--- config.mk ---
export PLATFORM = sky130hd
export DESIGN_NAME = tone_rate_pitch_mapper
export DESIGN_NICKNAME = d
export VERILOG_FILES = /design/src/hw/rtl/trpm_pkg.sv /design/src/hw/rtl/trpm_muldiv.sv /design/src/hw/rtl/tone_rate_pitch_mapper.sv
export VERILOG_INCLUDE_DIRS = /design/src /design/src/hw/rtl
export SDC_FILE = /design/constraint.sdc
export NUM_CORES = 2
export LEC_CHECK = 0
export ABC_AREA = 1
export CORE_MARGIN = 5
export CORE_UTILIZATION = 65
export CTS_CLUSTER_DIAMETER = 60
export CTS_CLUSTER_SIZE = 25
export DETAILED_ROUTE_END_ITERATION = 10
export DONT_BUFFER_PORTS = 1
export PLACE_DENSITY_LB_ADDON = 0.2
export SETUP_SLACK_MARGIN = 0.2
export SYNTH_ARGS = -nofsm -noshare
export SYNTH_HDL_FRONTEND = slang
export SYNTH_HIERARCHICAL = 1
export SYNTH_SLANG_ARGS = --single-unit
--- constraint.sdc ---
create_clock -name i_clk -period 20.7 [get_ports i_clk]
set_input_delay 1.035 -clock i_clk [delete_from_list [all_inputs] [get_ports i_clk]]
set_output_delay 1.035 -clock i_clk [all_outputs]
set_load 0.1 [all_outputs]
--- src/hw/rtl/tone_rate_pitch_mapper_defines.svh ---
// ----------------------------------------------------------------------------
// Tone rate and pitch mapper assertion macros
// Assertion wrappers shared by the mapper RTL. Define ASSERT_OFF to drop them.
// ----------------------------------------------------------------------------
`ifndef TONE_RATE_PITCH_MAPPER_DEFINES_SVH
`define TONE_RATE_PITCH_MAPPER_DEFINES_SVH

`ifndef ASSERT_OFF
// Checked property, quiet while reset is asserted.
`define TRPM_ASSERT(lbl, prop) \
    lbl: assert property (@(posedge i_clk) disable iff (!i_rst_n) prop) \
        else $error("tone_rate_pitch_mapper assertion failed");
// Checked property that also holds during reset.
`define TRPM_ASSERT_ALWAYS(lbl, prop) \
    lbl: assert property (@(posedge i_clk) prop) \
        else $error("tone_rate_pitch_mapper assertion failed");
`else
`define TRPM_ASSERT(lbl, prop)
`define TRPM_ASSERT_ALWAYS(lbl, prop)
`endif

`endif

--- src/hw/rtl/trpm_pkg.sv ---
// ----------------------------------------------------------------------------
// Tone rate and pitch mapper package
// Constants, codes and the request/response types of the shared unit.
// ----------------------------------------------------------------------------
`default_nettype none

package trpm_pkg;

    localparam int DIV_STEPS = 16;
    localparam int MD_CNT_W  = $clog2(DIV_STEPS + 1);

    localparam logic [10:0] PITCH_LOW  = 11'd220;
    localparam logic [10:0] PITCH_HIGH = 11'd1760;
    localparam logic [10:0] PITCH_SPAN = 11'd1540;
    localparam logic signed [11:0] CHIRP_UP   = 12'sd1540;
    localparam logic signed [11:0] CHIRP_DOWN = -12'sd1540;

    localparam logic [31:0] INVALID_MARK = 32'h7FFF_FFFF;

    // Operation codes of an input word.
    localparam logic [1:0] OP_SAMPLE = 2'd0;
    localparam logic [1:0] OP_MUTE   = 2'd1;
    localparam logic [1:0] OP_TICK   = 2'd2;

    // Register indexes.
    localparam logic [2:0] CFG_FLAT_EN   = 3'd0;
    localparam logic [2:0] CFG_FLAT_RATE = 3'd1;
    localparam logic [2:0] CFG_RATE_MIN  = 3'd2;
    localparam logic [2:0] CFG_RATE_MAX  = 3'd3;
    localparam logic [2:0] CFG_LIMIT     = 3'd4;

    // Limit modes.
    localparam logic [1:0] LIM_MUTE  = 2'd0;
    localparam logic [1:0] LIM_CLAMP = 2'd1;
    localparam logic [1:0] LIM_CHIRP = 2'd2;
    localparam logic [1:0] LIM_REV   = 2'd3;

    typedef struct packed {
        logic        start;
        logic [15:0] mul_a;
        logic [31:0] mul_b;
        logic [31:0] div_d;
    } t_md_req;

    typedef struct packed {
        logic        busy;
        logic        done;
        logic [15:0] quo;
        logic [31:0] rem;
    } t_md_rsp;

endpackage

`default_nettype wire

--- src/hw/rtl/trpm_muldiv.sv ---
// ----------------------------------------------------------------------------
// Shared multiply and divide unit
// One 16x32 multiply into a 48-bit numerator, then a restoring divide by a
// 32-bit divisor at one quotient bit per cycle, sixteen bits in all.
// ----------------------------------------------------------------------------
`default_nettype none

module trpm_muldiv (
    input  logic              i_clk,
    input  logic              i_rst_n,
    input  trpm_pkg::t_md_req i_req,
    output trpm_pkg::t_md_rsp o_rsp
);
    import trpm_pkg::*;

    logic [31:0]         r_hi;
    logic [15:0]         r_lo;
    logic [31:0]         r_d;
    logic [MD_CNT_W-1:0] r_cnt;
    logic                r_busy;
    logic                r_done;

    logic [47:0] w_prod;
    logic [32:0] w_shift;
    logic [33:0] w_diff;
    logic        w_take;

    assign w_prod  = 48'(i_req.mul_a) * 48'(i_req.mul_b);
    assign w_shift = {r_hi, r_lo[15]};
    assign w_diff  = {1'b0, w_shift} - {2'b00, r_d};
    assign w_take  = ~w_diff[33];

    // The caller guarantees that the quotient fits in sixteen bits, so the
    // upper numerator bits start out below the divisor.
    always_ff @(posedge i_clk) begin
        if (!i_rst_n) begin
            r_busy <= 1'b0;
            r_done <= 1'b0;
            r_cnt  <= '0;
        end else begin
            r_done <= r_busy && !i_req.start && (r_cnt == MD_CNT_W'(1));
            if (i_req.start) begin
                {r_hi, r_lo} <= w_prod;
                r_d          <= i_req.div_d;
                r_cnt        <= MD_CNT_W'(DIV_STEPS);
                r_busy       <= 1'b1;
            end else if (r_busy) begin
                r_hi  <= w_take ? w_diff[31:0] : w_shift[31:0];
                r_lo  <= {r_lo[14:0], w_take};
                r_cnt <= r_cnt - 1'b1;
                if (r_cnt == MD_CNT_W'(1)) begin
                    r_busy <= 1'b0;
                end
            end
        end
    end

    assign o_rsp.busy = r_busy;
    assign o_rsp.done = r_done;
    assign o_rsp.quo  = r_lo;
    assign o_rsp.rem  = r_hi;

endmodule

`default_nettype wire

--- src/hw/rtl/tone_rate_pitch_mapper.sv ---
// ----------------------------------------------------------------------------
// Tone rate and pitch mapper
// Maps two metrics onto a beep rate, pitch and chirp and runs the beep phase.
// ----------------------------------------------------------------------------
// A sample word passes from acceptance to its result word through a setup
// state, then two passes through the shared multiply/divide unit (a start
// state, sixteen divide steps, then the quotient handed back) for the rate
// and then the pitch, with the tone state updated as the pitch quotient comes
// back, and a final state that loads the output register. Mute and tick words
// pass through one apply state before that load. The block takes one word at
// a time and holds o_in_stall high until the result is in the output register,
// which a stalled result word delays. The user must write registers through the
// configuration port only while idle; the block itself does not enforce this.
`default_nettype none
`include "tone_rate_pitch_mapper_defines.svh"

module tone_rate_pitch_mapper (
    input  logic        i_clk,
    input  logic        i_rst_n,
    input  logic        i_cfg_valid,
    output logic        o_cfg_ready,
    input  logic [2:0]  i_cfg_index,
    input  logic [15:0] i_cfg_data,
    input  logic        i_in_valid,
    output logic        o_in_stall,
    input  logic [1:0]  i_op,
    input  logic signed [31:0] i_value_one,
    input  logic signed [31:0] i_lower_one,
    input  logic signed [31:0] i_upper_one,
    input  logic signed [31:0] i_value_two,
    input  logic signed [31:0] i_lower_two,
    input  logic signed [31:0] i_upper_two,
    input  logic        i_audio_idle,
    input  logic        i_speech_playing,
    output logic        o_out_valid,
    input  logic        i_out_stall,
    output logic        o_beep,
    output logic [10:0] o_beep_start_hz,
    output logic [10:0] o_beep_end_hz,
    output logic [15:0] o_tone_rate
);
    import trpm_pkg::*;

    typedef enum logic [2:0] {
        ST_IDLE, ST_PREP, ST_RATE, ST_RWAIT, ST_PITCH, ST_PWAIT, ST_APPLY, ST_FIN
    } t_state;

    t_state r_state;

    // Configuration.
    logic        r_flat_en;
    logic [15:0] r_flat_rate;
    logic [15:0] r_rate_min;
    logic [15:0] r_rate_max;
    logic [1:0]  r_limit;

    // Tone state.
    logic [15:0]        r_rate;
    logic [10:0]        r_pitch;
    logic signed [11:0] r_chirp;
    logic [15:0]        r_phase;
    logic               r_beep;

    // Captured input word.
    logic [1:0]         r_op;
    logic signed [31:0] r_v1, r_l1, r_u1, r_v2, r_l2, r_u2;
    logic               r_idle, r_speech;

    // Setup results.
    logic        r_invalid;
    logic        r_under1, r_over1, r_under2, r_over2;
    logic [31:0] r_dv1, r_dd1, r_dv2, r_dd2;
    logic        r_span_neg;
    logic [15:0] r_span_abs;
    logic [15:0] r_rate_q;

    logic        r_out_valid;
    logic [10:0] r_out_start;
    logic [10:0] r_out_end;
    logic [15:0] r_out_rate;
    logic        r_out_beep;

    t_md_req w_md_req;
    t_md_rsp w_md_rsp;

    logic signed [32:0] w_dv1, w_dd1, w_dv2, w_dd2;
    logic [16:0]        w_span;
    logic [16:0]        w_phase_sum;
    logic               w_round;
    logic [10:0]        w_pitch_in;
    logic [15:0]        w_rate_in;
    logic [15:0]        w_rate_map;
    logic [11:0]        w_end_sum;
    logic               w_out_free;

    trpm_muldiv u_md (
        .i_clk   (i_clk),
        .i_rst_n (i_rst_n),
        .i_req   (w_md_req),
        .o_rsp   (w_md_rsp)
    );

    assign w_dv1 = {r_v1[31], r_v1} - {r_l1[31], r_l1};
    assign w_dd1 = {r_u1[31], r_u1} - {r_l1[31], r_l1};
    assign w_dv2 = {r_v2[31], r_v2} - {r_l2[31], r_l2};
    assign w_dd2 = {r_u2[31], r_u2} - {r_l2[31], r_l2};
    assign w_span = {1'b0, r_rate_max} - {1'b0, r_rate_min};

    always_comb begin
        w_md_req.start = (r_state == ST_RATE) || (r_state == ST_PITCH);
        if (r_state == ST_PITCH) begin
            w_md_req.mul_a = 16'(PITCH_SPAN);
            w_md_req.mul_b = r_dv1;
            w_md_req.div_d = r_dd1;
        end else begin
            w_md_req.mul_a = r_span_abs;
            w_md_req.mul_b = r_dv2;
            w_md_req.div_d = r_dd2;
        end
    end

    // Round half up: add one when twice the remainder reaches the divisor.
    assign w_round    = {w_md_rsp.rem, 1'b0} >= {1'b0, r_dd1};
    assign w_pitch_in = PITCH_LOW + w_md_rsp.quo[10:0] + 11'(w_round);
    assign w_rate_in  = r_span_neg ? (r_rate_min - r_rate_q) : (r_rate_min + r_rate_q);

    always_comb begin
        if (r_under2) begin
            w_rate_map = r_flat_en ? r_flat_rate : r_rate_min;
        end else if (r_over2) begin
            w_rate_map = r_rate_max - 16'd1;
        end else begin
            w_rate_map = w_rate_in;
        end
    end

    // The phase wraps exactly when 65536 - phase <= rate.
    assign w_phase_sum = {1'b0, r_phase} + {1'b0, r_rate};
    assign w_end_sum   = $signed({1'b0, r_pitch}) + r_chirp;
    assign w_out_free  = !r_out_valid || !i_out_stall;

    always_ff @(posedge i_clk) begin
        if (!i_rst_n) begin
            r_flat_en   <= 1'b0;
            r_flat_rate <= 16'd0;
            r_rate_min  <= 16'd0;
            r_rate_max  <= 16'hFFFF;
            r_limit     <= LIM_CLAMP;
        end else if (i_cfg_valid) begin
            case (i_cfg_index)
                CFG_FLAT_EN:   r_flat_en   <= i_cfg_data[0];
                CFG_FLAT_RATE: r_flat_rate <= i_cfg_data;
                CFG_RATE_MIN:  r_rate_min  <= i_cfg_data;
                CFG_RATE_MAX:  r_rate_max  <= i_cfg_data;
                CFG_LIMIT:     r_limit     <= i_cfg_data[1:0];
                default: ;
            endcase
        end
    end

    always_ff @(posedge i_clk) begin
        if (!i_rst_n) begin
            r_state     <= ST_IDLE;
            r_rate      <= 16'd0;
            r_pitch     <= 11'd0;
            r_chirp     <= 12'sd0;
            r_phase     <= 16'd0;
            r_beep      <= 1'b0;
            r_out_valid <= 1'b0;
        end else begin
            if ((r_state != ST_FIN) && r_out_valid && !i_out_stall) begin
                r_out_valid <= 1'b0;
            end
            case (r_state)
                ST_IDLE: begin
                    if (i_in_valid) begin
                        r_op     <= i_op;
                        r_v1     <= i_value_one;
                        r_l1     <= i_lower_one;
                        r_u1     <= i_upper_one;
                        r_v2     <= i_value_two;
                        r_l2     <= i_lower_two;
                        r_u2     <= i_upper_two;
                        r_idle   <= i_audio_idle;
                        r_speech <= i_speech_playing;
                        r_state  <= (i_op == OP_SAMPLE) ? ST_PREP : ST_APPLY;
                    end
                end
                ST_PREP: begin
                    r_invalid  <= (r_v1 == INVALID_MARK) || (r_v2 == INVALID_MARK);
                    r_under1   <= (r_l1 < r_u1) ? (r_v1 <= r_l1) : (r_v1 >= r_l1);
                    r_over1    <= (r_l1 < r_u1) ? (r_v1 >= r_u1) : (r_v1 <= r_u1);
                    r_under2   <= (r_l2 < r_u2) ? (r_v2 <= r_l2) : (r_v2 >= r_l2);
                    r_over2    <= (r_l2 < r_u2) ? (r_v2 >= r_u2) : (r_v2 <= r_u2);
                    r_dv1      <= w_dv1[32] ? 32'(-w_dv1) : w_dv1[31:0];
                    r_dd1      <= w_dd1[32] ? 32'(-w_dd1) : w_dd1[31:0];
                    r_dv2      <= w_dv2[32] ? 32'(-w_dv2) : w_dv2[31:0];
                    r_dd2      <= w_dd2[32] ? 32'(-w_dd2) : w_dd2[31:0];
                    r_span_neg <= w_span[16];
                    r_span_abs <= w_span[16] ? 16'(-w_span) : w_span[15:0];
                    r_state    <= ST_RATE;
                end
                ST_RATE: begin
                    r_state <= ST_RWAIT;
                end
                ST_RWAIT: begin
                    if (w_md_rsp.done) begin
                        r_rate_q <= w_md_rsp.quo;
                        r_state  <= ST_PITCH;
                    end
                end
                ST_PITCH: begin
                    r_state <= ST_PWAIT;
                end
                ST_PWAIT: begin
                    // The pitch quotient is used here, on the cycle it appears.
                    if (w_md_rsp.done) begin
                        r_beep <= 1'b0;
                        // Muting on an out-of-range pitch metric overrides the rate.
                        if (r_invalid || ((r_under1 || r_over1) && (r_limit == LIM_MUTE))) begin
                            r_rate <= 16'd0;
                        end else begin
                            r_rate <= w_rate_map;
                        end
                        if (!r_invalid) begin
                            if (r_under1 || r_over1) begin
                                case (r_limit)
                                    LIM_MUTE: ;
                                    LIM_CLAMP: begin
                                        r_pitch <= r_under1 ? PITCH_LOW : PITCH_HIGH;
                                        r_chirp <= 12'sd0;
                                    end
                                    LIM_CHIRP: begin
                                        r_pitch <= r_under1 ? PITCH_LOW : PITCH_HIGH;
                                        r_chirp <= r_under1 ? CHIRP_UP : CHIRP_DOWN;
                                    end
                                    default: begin
                                        r_pitch <= r_under1 ? PITCH_HIGH : PITCH_LOW;
                                        r_chirp <= r_under1 ? CHIRP_DOWN : CHIRP_UP;
                                    end
                                endcase
                            end else begin
                                r_pitch <= w_pitch_in;
                                r_chirp <= 12'sd0;
                            end
                        end
                        r_state <= ST_FIN;
                    end
                end
                ST_APPLY: begin
                    r_beep <= (r_op == OP_TICK) && r_idle && !r_speech
                              && (r_rate != 16'd0) && w_phase_sum[16];
                    case (r_op)
                        OP_MUTE: begin
                            r_rate <= 16'd0;
                        end
                        OP_TICK: begin
                            r_phase <= w_phase_sum[15:0];
                        end
                        default: ;
                    endcase
                    r_state <= ST_FIN;
                end
                ST_FIN: begin
                    if (w_out_free) begin
                        r_out_valid <= 1'b1;
                        r_out_beep  <= r_beep;
                        r_out_start <= r_pitch;
                        r_out_end   <= w_end_sum[10:0];
                        r_out_rate  <= r_rate;
                        r_state     <= ST_IDLE;
                    end
                end
                default: begin
                    r_state <= ST_IDLE;
                end
            endcase
        end
    end

    assign o_cfg_ready     = 1'b1;
    assign o_in_stall      = (r_state != ST_IDLE);
    assign o_out_valid     = r_out_valid;
    assign o_beep          = r_out_beep;
    assign o_beep_start_hz = r_out_start;
    assign o_beep_end_hz   = r_out_end;
    assign o_tone_rate     = r_out_rate;

    `TRPM_ASSERT(a_beep_needs_rate, (o_out_valid && o_beep) |-> (o_tone_rate != 16'd0))
    `TRPM_ASSERT(a_accept_unit_idle, (i_in_valid && !o_in_stall) |-> !w_md_rsp.busy)
    `TRPM_ASSERT(a_done_when_waiting, w_md_rsp.done |-> (r_state inside {ST_RWAIT, ST_PWAIT}))
    `TRPM_ASSERT_ALWAYS(a_start_in_range, o_out_valid |-> (o_beep_start_hz <= PITCH_HIGH))

endmodule

`default_nettype wire
# Yosys cells after proc, flatten, opt, wreduce, memory -nomap -nowiden
# Cells that the tools add are included.
# word_totals
regBits	598
latchBits	0
ramBits	0
romBits	0
in_bits	220
wordCells	194
mem_count	0
# classes
addsub	19
mul	1
div	0
n_lt_le_gt_ge	11
eq_ne	25
shift	0
n_mux	47
bitwise	3
n_reduce_logical	44
# ops
cell	count
two-way mux 32 bit	7
two-way mux 16 bit	10
subtractor 32 x 32 -> 33 bit	4
greater-or-equal comparator 32 bit	4
less-or-equal comparator 32 bit	4
negation 32 bit	4
two-way mux 80 bit	1
two-way mux 11 bit	6
== test 32 x 31 -> 1 bit (second input constant)	2
less-than comparator 32 bit	2
multiplier 16 x 32 -> 48 bit	1
subtractor 33 x 32 -> 34 bit	1
greater-or-equal comparator 33 x 32 -> 1 bit	1
case mux 11 bit (3 select lines)	1
case mux 16 bit (2 select lines)	1
case mux 3 bit (8 select lines)	1
case mux 11 bit (2 select lines)	1
AND reduction 2 bit	10
adder 16 x 16 -> 17 bit	1
subtractor 16 x 16 -> 17 bit	1
adder 16 bit	1
negation 16 bit	1
nonzero test 16 bit	1
subtractor 16 x 1 -> 16 bit (second input constant)	1
other kinds (29)	83

# Logic depth before layout (Yosys ltp)
# depth
word_depth	7
depth_mapped	36

# Cells and area by module
# Netlist, hierarchy kept.
# by_module_without_submodules
module	instances	cells_per_inst	area_each_um2	seq_area_each_um2
tone_rate_pitch_mapper	1	5186	37365.8	14023.4
trpm_muldiv	1	3437	24071.8	2542.4

# Worst setup path before layout
# No wires, ideal clock.
# synth_path
kind	input port to flip-flop
from	input port i_rst_n
to	register r_dd1[0] (enable)
setup_ns	1.027
arrival_time_ns	15.381
path_slack_ns	4.292
stages	3
path_cell_list	inv_1 clkbuf_1 nor4_1
# synth_via
elab_chain_len	1
# synth_lines
element	line_no	source
from (decl)	tone_rate_pitch_mapper.sv:19	input logic i_rst_n,
AND reduction 2 bit (no source line)	--	
to (signal assigned)	tone_rate_pitch_mapper.sv:196	r_dd1 <= w_dd1[32] ? 32'(-w_dd1) : w_dd1[31:0];
to (decl)	tone_rate_pitch_mapper.sv:72	logic [31:0] r_dv1, r_dd1, r_dv2, r_dd2;
# No other way between the ends.
# A chain may end at the register's enable or synchronous reset.

==> summary.txt <==
Status
  • Run status: finished, final reports clean

Synthesis
  • Post-synthesis instance total: 8622
  • Netlist Area Pre-Place: 61400 sq um
  • Yosys synthesis warning count: 6
  • Number of nets in the synthesized netlist: approximately 10000
  • Average instance area after synthesis: roughly 7 sq um

Worst setup path
  • Terminus of the critical flop-to-flop path: u_md/r_hi[6]$_DFFE_PP_
  • CP max-delay cell: buf_4
  • Data required time of the worst path: 21.21 ns
  • Worst Setup SP: r_state[2]$_SDFFE_PN0P_
  • Arrival time of the worst setup path: 8.68 ns
  • CP Class: flip-flop to flip-flop
  • Largest stage delay, worst path: 0.57 ns
  • Minimum setup slack among reg-to-reg paths: ~13 ns
  • Length in cells of the worst reg-to-reg path: 28
  • Top fanout value on the critical path: a little under 50
  • Beginning of the worst register-to-register path: r_state[2]$_SDFFE_PN0P_
  • Type of destination of the critical path: flip-flop
  • Most repeated library cell on the critical path: nand2_1
  • Worst setup endpoint: u_md/r_hi[6]$_DFFE_PP_
  • Kind of start point of the critical path: flip-flop

CTS
  • Clock latency reported for the late side of the worst-skew pair: 0.69 ns
  • Number of setup buffers added after CTS: 0
  • Number of CTS-inserted buffers: between 50 and 60
  • Clock root cell: clkbuf_16
  • CTS tree: done
  • CTS hold repair buffers: 0
  • CTS max path bufs: 3
  • H-tree depth reported by CTS: 2
  • Clock transition at the register clock pins on the worst setup and hold paths after CTS: approximately 0.090 ns
  • Sinks on the clock net: 588
  • Post-cts repair resize count: 0

Global routing
  • Overall Global Routing Usage: 35.9%
  • Pin count of the biggest net entering global routing: a little under 80
  • Initial antenna violation count: 4
  • Global-route wire length before repair: 290000 um
  • Grt total ovfl: 0
  • Via count of the first global-routing pass: around 54000

STA
  • Achievable Freq: approximately 0.12 GHz
  • Min Clock Period, post-route: approximately 8.2 ns
  • Clock skew after layout: 0.0672 ns
  • WHS: roughly 0.44 ns
  • Slew margin rel.: 22.1%
  • Number of setup violations in the final report: 0
  • Total Neg Setup Slack: 0 ns
  • Slew at the pin closest to its max-slew limit: 1.16 ns
  • Setup repair after global routing missed its margin: false
  • Number of pins with negative max-slew slack in the final report: 0
  • Tcrit/Tclk final: 39.4%
  • Number of hold-slack violations in the final timing report: 0

Floorplan
  • Placeable core region: 93600 sq um
  • Horizontal die dimension: ~320 um
  • Ports: 262
  • Starting Density: 65.6%
  • DIE AREA: 101000 sq um
  • Num rows: 112
  • Die extent in y: 317 um

Route
  • Remaining antenna violation count: 0
  • Routed WL per cell: ~19 um
  • Total Wirelength: 185000 um
  • Number of search-and-repair iterations in the first detailed-routing pass: 6
  • Ratio of routed vias to standard cells: around 5.6
  • Detailed-route DRC error count: 0
  • Detailed-route via count: around 55000
  • First DRT Iteration DRCs: 5472

Cells and area
  • Most frequent standard cell in the layout excluding fill and tap cells: nand2_1
  • Most frequent cells in the layout: nand2_1, inv_1, nor2_1
  • Non-filler instance count after layout: 9798
  • Relative area change from synthesis to final layout: 4.92%
  • Layout cell share with drive strength beyond 1: 2.89%
  • Number of nets in the finished design: 9596

Place
  • Final HPWL from detailed placement: 152000 um
  • Gpl congestion: 1.01
  • Count of port buffers added during placement: 0
  • Cell count after placement: 9702

Flow run
  • MaxCap Viol Count: 0

Worst hold path
  • HP Class: input port to flip-flop
## per-stage QoR
stage	util (%)	worst slack, ns	area [sq um]
floorplan	-	4.29	61400
global placement	66.8	12.71	62500
detailed placement	66.8	12.65	62500
CTS	68.9	12.59	64500
global route	68.9	12.02	64500
finish	68.9	12.54	64500
## state kept, by name, indices dropped and copies added (netlist names), 32 cells and up
register and flops:
r_u2 32, u_md/r_hi 32, r_dv1 32, r_v2 32, r_dd2 32, r_l2 32, u_md/r_d 32, r_l1 32
r_u1 32, r_v1 32, r_dd1 32, r_dv2 32
## layout make-up
type                            instances  area [sq um]
Multi-Input combinational cell       5904         36900
Fill cell                            8063         29200
Sequential cell                       588         16600
Inverter                             1936          7270
Tap cell                             1254          1570
Clock buffer                           52          1280
Clock inverter                         43           659
Timing Repair Buffer                   20           190
Antenna cell                            1          2.50
## how the worst min path moves through the flow
stage	from	slack, ns	end	cells past startpoint
after floorplan	r_beep$_SDFFE_PN0P_	0.41	o_beep$_DFFE_PP_	0
after global placement	r_beep$_SDFFE_PN0P_	0.42	o_beep$_DFFE_PP_	0
after detailed placement	r_beep$_SDFFE_PN0P_	0.42	o_beep$_DFFE_PP_	0
after CTS	i_audio_idle	0.41	r_idle$_DFFE_PP_	0
after global routing	i_lower_one[1]	0.41	r_l1[1]$_DFFE_PP_	0
final	i_speech_playing	0.44	r_speech$_DFFE_PP_	0
## routing by layer
| metal | global-route usage [%] | vias up | part of all wire [%] |
|---|---|---|---|
| met2 | 61.3 | 2618 | 47 |
| met5 | 0 | - | 0 |
| met3 | 5.17 | 505 | 8.5 |
| met1 | 46.0 | 25300 | 39 |
| li1 | - | 26100 | - |
| met4 | 15.3 | 0 | 5.0 |
## critical path, delay by kind of cell, from the launching register on
kind / cells / cell delay, ns
and+or+nand+nor: 12 / 2.46
buffers and inverters: 8 / 1.45
xor gates and xnor gates: 1 / 0.25
adders and majority gates: 7 / 3.36
DFF: 1 / 0.47
Power is left out: the tool's default activity adds up to more than one toggle a clock period on the data nets, which glitch-free logic cannot reach.
